$ cat config.mk
export PLATFORM = sky130hd
export DESIGN_NAME = pwm_throttle_conditioner
export DESIGN_NICKNAME = d
export VERILOG_FILES = /design/src/rtl/core/ptc_pkg.sv /design/src/rtl/core/ptc_ram.sv /design/src/rtl/core/ptc_ctrl.sv /design/src/rtl/core/ptc_datapath.sv /design/src/rtl/core/pwm_throttle_conditioner.sv
export SDC_FILE = /design/constraint.sdc
export NUM_CORES = 1
export LEC_CHECK = 0
export BUFFER_PORTS_ARGS = -buffer_cell sky130_fd_sc_hd__buf_2
export CORE_MARGIN = 2
export CORE_UTILIZATION = 45
export DETAILED_ROUTE_END_ITERATION = 8
export GPL_TIMING_DRIVEN = 0
export PLACE_DENSITY = 0.66
export SLEW_MARGIN = 5
export SYNTH_ARGS = -nofsm -noshare
export SYNTH_HDL_FRONTEND = slang
export SYNTH_SLANG_ARGS = --single-unit
$ cat constraint.sdc
create_clock -name aclk -period 4.9 [get_ports aclk]
set_clock_uncertainty 0.1 [all_clocks]
set_input_delay 0.98 -clock aclk [delete_from_list [all_inputs] [get_ports aclk]]
set_output_delay 0.98 -clock aclk [all_outputs]
set_load 0.01 [all_outputs]
$ cat src/rtl/core/ptc_pkg.sv
`timescale 1ns / 1ps
// ----------------------------------------------------------------------------
// PWM throttle conditioner package
// Shared widths, constants, codes and the controller/datapath interface types.
// ----------------------------------------------------------------------------
package ptc_pkg;

    localparam int DUTY_W     = 10;
    localparam int PERIOD_W   = 16;
    localparam int QUO_W      = 10;
    localparam int PROD_W     = PERIOD_W + QUO_W;
    localparam int DIV_CNT_W  = 4;
    localparam int LOSS_W     = 16;
    localparam int INTERVAL_W = 8;
    localparam int CFG_IDX_W  = 2;
    localparam int CFG_DATA_W = 16;

    localparam int                    DUTY_LIMIT = 1000;
    localparam logic [DUTY_W-1:0]     DUTY_MAX   = 10'd1000;
    localparam logic [DIV_CNT_W-1:0]  DIV_STEPS  = 4'd10;

    localparam logic [DUTY_W-1:0]     DEAD_ZONE_RST    = 10'd50;
    localparam logic [LOSS_W-1:0]     LOSS_TIMEOUT_RST = 16'd500;
    localparam logic [INTERVAL_W-1:0] INTERVAL_RST     = 8'd5;

    localparam logic [CFG_IDX_W-1:0] CFG_DEAD_ZONE    = 2'd0;
    localparam logic [CFG_IDX_W-1:0] CFG_LOSS_TIMEOUT = 2'd1;
    localparam logic [CFG_IDX_W-1:0] CFG_INTERVAL     = 2'd2;

    typedef enum logic [1:0] {
        KIND_CAPTURE = 2'd0,
        KIND_TICK    = 2'd1,
        KIND_POLL    = 2'd2,
        KIND_CLEAR   = 2'd3
    } kind_t;

    typedef struct packed {
        logic load;
        logic loss_reload;
        logic duty_zero;
        logic duty_full;
        logic div_load_duty;
        logic div_step;
        logic duty_commit;
        logic avg_commit;
        logic tick;
        logic poll_update;
        logic ring_write;
        logic ring_clear;
        logic out_load;
    } cmd_t;

    typedef struct packed {
        kind_t kind;
        logic  period_zero;
        logic  high_ge_period;
        logic  interval_zero;
        logic  div_done;
        logic  out_busy;
    } sts_t;

endpackage

$ cat src/rtl/core/ptc_ram.sv
`timescale 1ns / 1ps
// ----------------------------------------------------------------------------
// Generic RAM
// One write port and one read port with registered read data.
// ----------------------------------------------------------------------------
module ptc_ram #(
    parameter int WIDTH = 10,
    parameter int DEPTH = 16
) (
    input  logic                     aclk,
    input  logic                     wr_en,
    input  logic [$clog2(DEPTH)-1:0] wr_addr,
    input  logic [WIDTH-1:0]         wr_data,
    input  logic                     rd_en,
    input  logic [$clog2(DEPTH)-1:0] rd_addr,
    output logic [WIDTH-1:0]         rd_data
);

    logic [WIDTH-1:0] mem [DEPTH];

    always_ff @(posedge aclk) begin
        if (wr_en) begin
            mem[wr_addr] <= wr_data;
        end
        if (rd_en) begin
            rd_data <= mem[rd_addr];
        end
    end

endmodule

$ cat src/rtl/core/ptc_ctrl.sv
`timescale 1ns / 1ps
// ----------------------------------------------------------------------------
// PWM throttle conditioner controller
// Sequences capture, tick, poll and clear transactions over the datapath.
// ----------------------------------------------------------------------------
module ptc_ctrl
    import ptc_pkg::*;
(
    input  logic aclk,
    input  logic aresetn,
    input  logic s_valid,
    output logic s_ready,
    output cmd_t cmd,
    input  sts_t sts
);

    typedef enum logic [2:0] {
        S_IDLE,
        S_DECODE,
        S_DUTY_DIV,
        S_RING_WR,
        S_AVG,
        S_EMIT
    } state_t;

    state_t state_reg;
    state_t state_next;

    assign s_ready = (state_reg == S_IDLE);

    always_comb begin
        state_next = state_reg;
        cmd        = '0;
        case (state_reg)
            S_IDLE: begin
                if (s_valid) begin
                    cmd.load   = 1'b1;
                    state_next = S_DECODE;
                end
            end
            S_DECODE: begin
                case (sts.kind)
                    KIND_CAPTURE: begin
                        cmd.loss_reload = 1'b1;
                        if (sts.period_zero) begin
                            cmd.duty_zero = 1'b1;
                            state_next    = S_EMIT;
                        end else if (sts.high_ge_period) begin
                            cmd.duty_full = 1'b1;
                            state_next    = S_EMIT;
                        end else begin
                            cmd.div_load_duty = 1'b1;
                            state_next        = S_DUTY_DIV;
                        end
                    end
                    KIND_TICK: begin
                        cmd.tick   = 1'b1;
                        state_next = S_EMIT;
                    end
                    KIND_POLL: begin
                        if (sts.interval_zero) begin
                            cmd.poll_update = 1'b1;
                            state_next      = S_RING_WR;
                        end else begin
                            state_next = S_EMIT;
                        end
                    end
                    default: begin
                        cmd.ring_clear = 1'b1;
                        state_next     = S_EMIT;
                    end
                endcase
            end
            S_DUTY_DIV: begin
                if (sts.div_done) begin
                    cmd.duty_commit = 1'b1;
                    state_next      = S_EMIT;
                end else begin
                    cmd.div_step = 1'b1;
                end
            end
            S_RING_WR: begin
                cmd.ring_write = 1'b1;
                state_next     = S_AVG;
            end
            S_AVG: begin
                cmd.avg_commit = 1'b1;
                state_next     = S_EMIT;
            end
            S_EMIT: begin
                if (!sts.out_busy) begin
                    cmd.out_load = 1'b1;
                    state_next   = S_IDLE;
                end
            end
            default: begin
                state_next = S_IDLE;
            end
        endcase
    end

    always_ff @(posedge aclk) begin
        if (!aresetn) begin
            state_reg <= S_IDLE;
        end else begin
            state_reg <= state_next;
        end
    end

    ap_accept_busy: assert property (@(posedge aclk) disable iff (!aresetn)
        s_valid && s_ready |=> !s_ready)
        else $error("input accepted while a transaction is in progress");

    ap_emit_free: assert property (@(posedge aclk) disable iff (!aresetn)
        cmd.out_load |-> !sts.out_busy)
        else $error("output register overwritten while occupied");

    ap_idle_div: assert property (@(posedge aclk) disable iff (!aresetn)
        state_reg == S_IDLE |-> sts.div_done)
        else $error("divider still running while idle");

endmodule

$ cat src/rtl/core/ptc_datapath.sv
`timescale 1ns / 1ps
// ----------------------------------------------------------------------------
// PWM throttle conditioner datapath
// Configuration, timers, serial divider, sample ring and output register.
// ----------------------------------------------------------------------------
module ptc_datapath
    import ptc_pkg::*;
#(
    parameter int AVG_TAPS = 16
) (
    input  logic                  aclk,
    input  logic                  aresetn,
    input  cmd_t                  cmd,
    output sts_t                  sts,
    input  logic [1:0]            s_kind,
    input  logic [PERIOD_W-1:0]   s_pwm_period,
    input  logic [PERIOD_W-1:0]   s_pwm_high_time,
    output logic                  m_valid,
    input  logic                  m_ready,
    output logic [DUTY_W-1:0]     m_throttle_level,
    output logic [DUTY_W-1:0]     m_filtered_duty,
    output logic                  m_signal_present,
    input  logic                  cfg_valid,
    output logic                  cfg_ready,
    input  logic [CFG_IDX_W-1:0]  cfg_index,
    input  logic [CFG_DATA_W-1:0] cfg_data
);

    localparam int PTR_W = $clog2(AVG_TAPS);
    localparam int SUM_W = $clog2(AVG_TAPS * DUTY_LIMIT + 1);
    localparam logic [PTR_W-1:0] PTR_LAST = PTR_W'(AVG_TAPS - 1);
    localparam logic [SUM_W-1:0] SUM_MAX  = SUM_W'(AVG_TAPS * DUTY_LIMIT);

    localparam int RECIP_SHIFT = SUM_W + PTR_W;
    localparam int RECIP_W     = SUM_W + 1;
    localparam int AVG_PROD_W  = SUM_W + RECIP_W;
    localparam logic [RECIP_W-1:0] RECIP =
        RECIP_W'(((1 << RECIP_SHIFT) + AVG_TAPS - 1) / AVG_TAPS);

    kind_t                 kind_reg;
    logic [PERIOD_W-1:0]   period_reg;
    logic [PERIOD_W-1:0]   high_reg;

    logic [DUTY_W-1:0]     dead_zone_reg;
    logic [LOSS_W-1:0]     loss_timeout_reg;
    logic [INTERVAL_W-1:0] interval_ticks_reg;

    logic [DUTY_W-1:0]     latest_duty_reg;
    logic [LOSS_W-1:0]     loss_cnt_reg;
    logic [INTERVAL_W-1:0] interval_cnt_reg;
    logic [DUTY_W-1:0]     avg_reg;
    logic [AVG_PROD_W-1:0] avg_prod;

    logic [PTR_W-1:0]      ring_ptr_reg;
    logic [SUM_W-1:0]      ring_sum_reg;
    logic [AVG_TAPS-1:0]   ring_valid_reg;
    logic [DUTY_W-1:0]     sample_reg;
    logic                  old_valid_reg;
    logic [DUTY_W-1:0]     ram_rdata;
    logic [DUTY_W-1:0]     old_sample;
    logic [SUM_W-1:0]      sum_next;

    logic [PERIOD_W-1:0]   div_rem_reg;
    logic [QUO_W-1:0]      div_num_reg;
    logic [PERIOD_W-1:0]   div_dvs_reg;
    logic [DIV_CNT_W-1:0]  div_cnt_reg;
    logic [PROD_W-1:0]     product;
    logic [PERIOD_W:0]     trial;
    logic [PERIOD_W:0]     trial_diff;
    logic                  trial_ge;

    logic                  m_valid_reg;
    logic [DUTY_W-1:0]     level_reg;
    logic [DUTY_W-1:0]     filt_reg;
    logic                  present_reg;
    logic [DUTY_W-1:0]     level;

    assign cfg_ready = 1'b1;

    always_ff @(posedge aclk) begin
        if (!aresetn) begin
            dead_zone_reg      <= DEAD_ZONE_RST;
            loss_timeout_reg   <= LOSS_TIMEOUT_RST;
            interval_ticks_reg <= INTERVAL_RST;
        end else if (cfg_valid && cfg_ready) begin
            case (cfg_index)
                CFG_DEAD_ZONE:    dead_zone_reg      <= cfg_data[DUTY_W-1:0];
                CFG_LOSS_TIMEOUT: loss_timeout_reg   <= cfg_data[LOSS_W-1:0];
                CFG_INTERVAL:     interval_ticks_reg <= cfg_data[INTERVAL_W-1:0];
                default: begin
                end
            endcase
        end
    end

    always_ff @(posedge aclk) begin
        if (cmd.load) begin
            kind_reg   <= kind_t'(s_kind);
            period_reg <= s_pwm_period;
            high_reg   <= s_pwm_high_time;
        end
    end

    assign avg_prod = AVG_PROD_W'(ring_sum_reg) * AVG_PROD_W'(RECIP);

    always_ff @(posedge aclk) begin
        if (!aresetn) begin
            latest_duty_reg  <= '0;
            loss_cnt_reg     <= '0;
            interval_cnt_reg <= '0;
            avg_reg          <= '0;
        end else begin
            if (cmd.duty_zero) begin
                latest_duty_reg <= '0;
            end else if (cmd.duty_full) begin
                latest_duty_reg <= DUTY_MAX;
            end else if (cmd.duty_commit) begin
                latest_duty_reg <= div_num_reg;
            end
            if (cmd.loss_reload) begin
                loss_cnt_reg <= loss_timeout_reg;
            end else if (cmd.tick && loss_cnt_reg != '0) begin
                loss_cnt_reg <= loss_cnt_reg - 1'b1;
            end
            if (cmd.poll_update) begin
                interval_cnt_reg <= interval_ticks_reg;
            end else if (cmd.tick && interval_cnt_reg != '0) begin
                interval_cnt_reg <= interval_cnt_reg - 1'b1;
            end
            if (cmd.avg_commit) begin
                avg_reg <= avg_prod[RECIP_SHIFT +: DUTY_W];
            end
        end
    end

    ptc_ram #(
        .WIDTH (DUTY_W),
        .DEPTH (AVG_TAPS)
    ) u_ring (
        .aclk    (aclk),
        .wr_en   (cmd.ring_write),
        .wr_addr (ring_ptr_reg),
        .wr_data (sample_reg),
        .rd_en   (cmd.poll_update),
        .rd_addr (ring_ptr_reg),
        .rd_data (ram_rdata)
    );

    assign old_sample = old_valid_reg ? ram_rdata : '0;
    assign sum_next   = ring_sum_reg - SUM_W'(old_sample) + SUM_W'(sample_reg);

    always_ff @(posedge aclk) begin
        if (cmd.poll_update) begin
            sample_reg    <= (loss_cnt_reg != '0) ? latest_duty_reg : '0;
            old_valid_reg <= ring_valid_reg[ring_ptr_reg];
        end
    end

    always_ff @(posedge aclk) begin
        if (!aresetn) begin
            ring_ptr_reg   <= '0;
            ring_sum_reg   <= '0;
            ring_valid_reg <= '0;
        end else if (cmd.ring_clear) begin
            ring_ptr_reg   <= '0;
            ring_sum_reg   <= '0;
            ring_valid_reg <= '0;
        end else if (cmd.ring_write) begin
            ring_valid_reg[ring_ptr_reg] <= 1'b1;
            ring_sum_reg                 <= sum_next;
            ring_ptr_reg <= (ring_ptr_reg == PTR_LAST) ? '0 : ring_ptr_reg + 1'b1;
        end
    end

    assign product    = PROD_W'(high_reg) * PROD_W'(DUTY_LIMIT);
    assign trial      = {div_rem_reg, div_num_reg[QUO_W-1]};
    assign trial_ge   = (trial >= {1'b0, div_dvs_reg});
    assign trial_diff = trial - {1'b0, div_dvs_reg};

    always_ff @(posedge aclk) begin
        if (cmd.div_load_duty) begin
            div_rem_reg <= product[PROD_W-1:QUO_W];
            div_num_reg <= product[QUO_W-1:0];
            div_dvs_reg <= period_reg;
        end else if (cmd.div_step) begin
            div_rem_reg <= trial_ge ? trial_diff[PERIOD_W-1:0] : trial[PERIOD_W-1:0];
            div_num_reg <= {div_num_reg[QUO_W-2:0], trial_ge};
        end
    end

    always_ff @(posedge aclk) begin
        if (!aresetn) begin
            div_cnt_reg <= '0;
        end else if (cmd.div_load_duty) begin
            div_cnt_reg <= DIV_STEPS;
        end else if (cmd.div_step) begin
            div_cnt_reg <= div_cnt_reg - 1'b1;
        end
    end

    assign level = (avg_reg < dead_zone_reg) ? '0 : avg_reg - dead_zone_reg;

    always_ff @(posedge aclk) begin
        if (!aresetn) begin
            m_valid_reg <= 1'b0;
        end else if (cmd.out_load) begin
            m_valid_reg <= 1'b1;
        end else if (m_ready) begin
            m_valid_reg <= 1'b0;
        end
    end

    always_ff @(posedge aclk) begin
        if (cmd.out_load) begin
            level_reg   <= level;
            filt_reg    <= avg_reg;
            present_reg <= (loss_cnt_reg != '0);
        end
    end

    assign m_valid          = m_valid_reg;
    assign m_throttle_level = level_reg;
    assign m_filtered_duty  = filt_reg;
    assign m_signal_present = present_reg;

    always_comb begin
        sts.kind           = kind_reg;
        sts.period_zero    = (period_reg == '0);
        sts.high_ge_period = (high_reg >= period_reg);
        sts.interval_zero  = (interval_cnt_reg == '0);
        sts.div_done       = (div_cnt_reg == '0);
        sts.out_busy       = m_valid_reg && !m_ready;
    end

    ap_duty_range: assert property (@(posedge aclk) disable iff (!aresetn)
        latest_duty_reg <= DUTY_MAX && avg_reg <= DUTY_MAX)
        else $error("duty or average above full scale");

    ap_sum_range: assert property (@(posedge aclk) disable iff (!aresetn)
        ring_sum_reg <= SUM_MAX)
        else $error("ring sum above full scale");

    ap_div_rem: assert property (@(posedge aclk) disable iff (!aresetn)
        div_cnt_reg != '0 |-> div_rem_reg < div_dvs_reg)
        else $error("divider remainder not below divisor");

endmodule

$ cat src/rtl/core/pwm_throttle_conditioner.sv
`timescale 1ns / 1ps
// ----------------------------------------------------------------------------
// PWM throttle conditioner
// Duty measurement, signal-loss timeout and moving-average throttle filter.
// ----------------------------------------------------------------------------
// Tick, clear, idle polls and captures needing no division go from decode to
// the output register; a filter update first writes the ring and commits the
// average, and a dividing capture first runs the 10-step serial duty divider.
// One transaction at a time; the next is accepted the cycle after the result
// enters the output register, which waits while the output is stalled.
// Reset clears the ring, timers, duty, average and the output valid flag.
// ----------------------------------------------------------------------------
module pwm_throttle_conditioner
    import ptc_pkg::*;
#(
    parameter int AVG_TAPS = 16
) (
    input  logic                  aclk,
    input  logic                  aresetn,
    input  logic                  s_valid,
    output logic                  s_ready,
    input  logic [1:0]            s_kind,
    input  logic [PERIOD_W-1:0]   s_pwm_period,
    input  logic [PERIOD_W-1:0]   s_pwm_high_time,
    output logic                  m_valid,
    input  logic                  m_ready,
    output logic [DUTY_W-1:0]     m_throttle_level,
    output logic [DUTY_W-1:0]     m_filtered_duty,
    output logic                  m_signal_present,
    input  logic                  cfg_valid,
    output logic                  cfg_ready,
    input  logic [CFG_IDX_W-1:0]  cfg_index,
    input  logic [CFG_DATA_W-1:0] cfg_data
);

    cmd_t cmd;
    sts_t sts;

    ptc_ctrl u_ctrl (
        .aclk    (aclk),
        .aresetn (aresetn),
        .s_valid (s_valid),
        .s_ready (s_ready),
        .cmd     (cmd),
        .sts     (sts)
    );

    ptc_datapath #(
        .AVG_TAPS (AVG_TAPS)
    ) u_datapath (
        .aclk             (aclk),
        .aresetn          (aresetn),
        .cmd              (cmd),
        .sts              (sts),
        .s_kind           (s_kind),
        .s_pwm_period     (s_pwm_period),
        .s_pwm_high_time  (s_pwm_high_time),
        .m_valid          (m_valid),
        .m_ready          (m_ready),
        .m_throttle_level (m_throttle_level),
        .m_filtered_duty  (m_filtered_duty),
        .m_signal_present (m_signal_present),
        .cfg_valid        (cfg_valid),
        .cfg_ready        (cfg_ready),
        .cfg_index        (cfg_index),
        .cfg_data         (cfg_data)
    );

endmodule
==> After elaboration in Yosys (flattened, before gate mapping) <==
Memories as Yosys holds them, arrays and structs flattened. A register that Yosys moved wholly into a read port is not among the register bits.
Index checks and enable logic that the tools add are counted.
{ "word_totals": {"ram_bits": 160, "ff_bits": 228, "mem_bits_ro": 0, "inputBits": 57, "out_inout_bits": 24, "latchBits": 0, "memories": 1, "wordCells": 136} }
{ "op_classes": {"bitwise": 2, "addsub": 8, "shift": 0, "order_cmp": 5, "muxes": 52, "reduce_logical": 27, "div": 0, "eq_ne": 13, "multipliers": 1} }
{ "memory_table": {"columns": ["memory", "depth", "width", "read_ports", "rd_ports_with_merged_regs", "write_ports", "line_no", "text"], "rows": [
  ["u_datapath.u_ring.mem", 16, 10, 1, 1, 1, "ptc_ram.sv:19", "logic [WIDTH-1:0] mem [DEPTH];"]
]} }
{ "op_table": {"columns": ["operator", "n"], "rows": [
  ["two-way mux 16 bit", 5],
  ["two-way mux 10 bit", 5],
  ["multiplier 16 x 7 -> 23 bit, second input constant", 1],
  ["two-way mux 1 bit", 22],
  ["two-way mux 4 bit", 5],
  ["two-way mux 3 bit", 6],
  ["case mux 3 bit (6 select lines)", 1],
  ["greater-or-equal comparator 17 x 16 -> 1 bit", 1],
  ["greater-or-equal comparator 16 bit", 1],
  ["zero test 16 bit", 1],
  ["two-way mux 8 bit", 2],
  ["OR 16 bit", 1],
  ["nonzero test 16 bit", 1],
  ["subtractor 16 x 1 -> 16 bit, second input constant", 1],
  ["subtractor 16 bit", 1],
  ["adder 14 x 10 -> 14 bit", 1],
  ["subtractor 14 x 10 -> 14 bit", 1],
  ["< comparator 10 bit", 1],
  ["nonzero test 2 bit", 5],
  ["subtractor 10 bit", 1],
  ["zero test 8 bit", 1],
  ["nonzero test 8 bit", 1],
  ["subtractor 8 x 1 -> 8 bit, second input constant", 1],
  ["equality test 3 x 2 -> 1 bit, second input constant", 2],
  ["24 further kinds", 40]
]} }

==> Longest topological paths before layout <==
{ "depth": {"depth_word": 7, "mapped_depth": 17, "mapped_depth_nobuf": 17} }

==> Hierarchy <==
Synthesis repeated with hierarchy kept, for this count alone.
{ "hier_totals": {"cells_unflattened": 1754, "hier_area_um2": 20931.3} }
{ "modules_own_cells": {"columns": ["module", "seq_area_each_um2", "area_per_inst_um2", "cells_each", "n_inst"], "rows": [
  ["ptc_datapath", 5555.3, 14143.6, 1429, 1],
  ["ptc_ram", 5104.9, 6453.7, 279, 1],
  ["ptc_ctrl", 60.1, 334.1, 46, 1]
]} }

==> Worst setup path before layout <==
No wires, ideal clock.
{ "synth_path": {"path_type": "flip-flop to flip-flop", "startpoint": "reg u_datapath.high_reg[2]", "endpoint": "reg u_datapath.div_rem_reg[13], data pin", "synth_period_minus_slack_ns": 4.759, "n_path_buf": 0, "slack_ns": 0.141, "path_stages_with_launch": 16, "setup_ns": 0.269, "arrival_time_ns": 4.391, "required_time_ns": 4.531, "path_cell_list": "edfxtp_1 -> inv_1 -> fa_1 -> fa_1 -> fa_1 -> fa_1 -> inv_1 -> ha_1 -> or3_1 -> o21ai_0 -> o31ai_1 -> a21oi_1 -> o21ai_0 -> and2_1 -> o41ai_1 -> a211oi_1"} }
{ "synth_between": {"elab_chain_cells": 6, "elab_cells_between_ends": 7, "cone_classes": "mul (1); order compare (1); mux (5)"} }
{ "synth_rtl": {"columns": ["element", "line_no", "text"], "rows": [
  ["start, declared", "ptc_datapath.sv:42", "logic [PERIOD_W-1:0] high_reg;"],
  ["start signal, assigned", "ptc_datapath.sv:100", "high_reg <= s_pwm_high_time;"],
  ["parallel branches: the longest is 5 deep, another holds multiplier 16 x 7 -> 23 bit", null, null],
  ["two-way mux 16 bit *", "ptc_datapath.sv:181", "if (cmd.div_load_duty) begin"],
  ["end signal, assigned", "ptc_datapath.sv:182", "div_rem_reg <= product[PROD_W-1:QUO_W];"],
  ["end signal, assigned", "ptc_datapath.sv:186", "div_rem_reg <= trial_ge ? trial_diff[PERIOD_W-1:0] : trial[PERIOD_W-1:0];"],
  ["end, declared", "ptc_datapath.sv:63", "logic [PERIOD_W-1:0] div_rem_reg;"]
]} }
Every way passes the cells marked *.
A chain may end at the register's enable or synchronous reset.

==> Final worst setup path <==
{ "layout_path": {"startpoint": "reg u_datapath.high_reg[10]", "endpoint": "reg u_datapath.div_rem_reg[14], data pin"} }
Same word-level chain as after synthesis.

==> metrics.cfg <==
[power_and_ir_drop]
powerDensity_nw_per_um2 = 527
leakage_nw = 9.08
vdd_ir_drop_max_mv = 0.558

[cts]
cts_sinks = 398
cts_tree = built
root_buffer = clkbuf_16
clkTransAtPathRegs_ns = 0.05
htreeDepth = 2
cts_made_buffers = 43
max-clock-path-buffers = 3
clk_latency_ns = 0.59

[critical_path]
r2r-end = u_datapath.div_rem_reg[14]$_DFFE_PP_
startpoint = u_datapath.high_reg[10]$_DFFE_PP_
crit_chain = buf_4, inv_4, fa_1, fa_1, inv_1, fa_1, inv_1, fa_1, inv_1, ha_4, and4_2, and3_1, a211o_1, a311oi_2, xor2_1, a22oi_1
max_stage_delay_ns = 0.53
cp_num_buf_inv = 5
critPathMaxFanout = 5
start_kind = flip-flop
crit_path_top_delay_cell = fa_1
crit_family = adder cells
cp-end-kind = flip-flop
cp.arrival_ns = 4.94
rrSetupSlack_ns = 0.17
r2r_cells = 16
critPathRequiredTime_ns = 5.10
rr_startpoint = u_datapath.high_reg[10]$_DFFE_PP_
crit_top_cell = fa_1
worst-setup-path-type = reg2reg

[final_layout]
num-fill-cells = 3859
instances_no_fill = 2496
num_antenna_cells = 0
largest_reg_flops = 160
drive_above_1_share = 0.166
fin_area_sq_um = 23600
area_delta_synth_final_pct = 15.2
regMostFlops = u_datapath.u_ring.mem
layout.nets = 2100

[job]
max-cap-violations = 0

[timing]
final-setup-viol-count = 0
max_slew_margin = 0.226
tightest_slew_ns = 1.16
tns_ns = 0
holdWs_ns = 0.355
drv_slew = 0
period_needed_ns = 4.73
timing.fmax_mhz = 211
period_share = 0.966
timing.final.hold_violations = 0
setup_slack_ns = 0.168

[worst_hold_path]
hold_end = u_datapath.loss_timeout_reg[12]$_SDFFE_PN0P_
hp-class = reg2reg
min_path_cells = 2
hold_path.startpoint = u_datapath.loss_timeout_reg[12]$_SDFFE_PN0P_

[floorplanning]
fp.coreArea_sq_um = 45100
rows = 78
die_area_sq_um = 47200
initial_core_util = 0.454
die_h_microns = 217
die_w_microns = 217
io_pins = 81

[synthesis]
async_reset_ff_frac = 0
ys_warn_count = 0
yosysTopAreaCellShare = 0.404
synth_seq_area_share = 0.524
synthTopCellsByCount = 275 x edfxtp_1, 185 x inv_1, 150 x nand2_1, 136 x nor2_1, 123 x dfxtp_1
syn_nets = 1943
syn_area_per_cell_sq_um = 12.0
synth_most_common_cell = edfxtp_1
synth_edf_count = 275
ys_seq_elements = 398
synth_top_area_cell = edfxtp_1
synthFlopType = edfxtp_1
synth.area.top_cells = edfxtp_1 40%, dfxtp_1 12%, ha_1 7.1%
netlist_area_sq_um = 20500
yosysUniqueCellTypes = 81
synthCells = 1704

[global_routing]
grt_max_degree = 35
grt_pass1_wl_microns = 72400
antenna_found_initial = 0
track_usage = 0.195
overflow = 0
first_global_vias = 13421

[routing]
drt-initial-drc-count = 833
viasPerCell = 5.33
wl_microns = 45200
ant_nets = 0
drc_errors = 0
wire_per_inst_microns = 18.1
dr_total_vias = 13312
drt-pass1-iter-count = 5

[placed_design]
pre_cts_ws_ns = -0.377
placed_cells = 2388
placedInstanceArea_sq_um = 21700
place.gp.congestion = 0.869
dp_hpwl_microns = 32400
io_buffers = 79

[status]
status = complete, no violations

==> where the power goes <==
part	switching (W)	leakage [nW]	internal (W)
Sequential	0.000134	3.50	0.00376
Clock	0.00136	0.720	0.00195
Combinational	0.00287	4.86	0.00234
==> worst register-to-register path, delay by kind of cell, from the launching register on <==
| kind | cells | cell delay (ns) |
|---|---|---|
| adder cells (fa/ha/maj) | 5 | 2.23 |
| buffers and inverters | 5 | 0.40 |
| AND/OR/NAND/NOR | 2 | 0.40 |
| flip-flops | 1 | 0.38 |
| AO/OA/AOI/OAI | 3 | 0.74 |
| XOR/XNOR | 1 | 0.23 |
==> how the worst max path moves through the flow <==
stage / end / slack, ns / cells after the start
floorplan: u_datapath.div_rem_reg[13]$_DFFE_PP_ / 0.14 / 15
global placement: u_datapath.div_rem_reg[14]$_DFFE_PP_ / -0.35 / 15
detailed placement: u_datapath.div_rem_reg[14]$_DFFE_PP_ / -0.38 / 15
CTS: u_datapath.div_rem_reg[15]$_DFFE_PP_ / 0.003 / 15
global route: u_datapath.div_rem_reg[13]$_DFFE_PP_ / -0.002 / 15
finish: u_datapath.div_rem_reg[14]$_DFFE_PP_ / 0.17 / 16
==> what timing repair did <==
action / CTS / global route
resized for setup: 19 / 32
endpoints found under the hold margin: 0 / 0
pin swaps: 7 / 14
setup endpoints to repair: 6 / 7
hold buffers: 0 / 0
buffers inserted: 12 / 16
==> logic make-up after synthesis <==
logic type      share of synthesized area
other cells                      0.000183
flops                               0.524
buf+inv                            0.0469
mux                                0.0739
simple gates                        0.108
xor+xnor                           0.0184
fa+ha+maj                           0.136
compound gates                     0.0927
==> final cells by class <==
class,count,area (sq um),area share
clock buffers,62,1280,0.0544
clock inverters,18,193,0.00818
multi-input cells,1059,8970,0.381
inverters,186,716,0.0304
flip-flops and latches,398,10700,0.455
plain buffers,61,264,0.0112
repair buffers,112,666,0.0283
well taps,600,751,0.0319
==> metal layers <==
layer	track usage	share of wire	vias to the layer above
met3	0.0256	0.046	79
met4	0.0660	0.026	0
li1	-	-	6396
met2	0.335	0.50	330
met1	0.256	0.43	6507
met5	0	0	-
==> placed cells by master, fill, tap and decap left out, types with 30 or more instances in the layout <==
master     synthesis  routed
edfxtp_1         275     275
inv_1            185     174
nand2_1          150     150
nor2_1           136     135
dfxtp_1          123     123
ha_1             116     107
a21oi_1           94      91
buf_2              7      86
fa_1              66      66
mux4_2            55      55
clkbuf_1          46      54
clkbuf_16          0      47
o21ai_0           47      42
nor3_1            36      32
buf_4              2      30
==> per-stage QoR <==
step | total power, W | util
CTS | 0.0118 | 0.517
global route | 0.0133 | 0.523
global placement | 0.00814 | 0.479
detailed placement | 0.00822 | 0.481
floorplan | 0.00731 | -
finish | 0.0124 | 0.523
(Power assumes the default switching activity.)
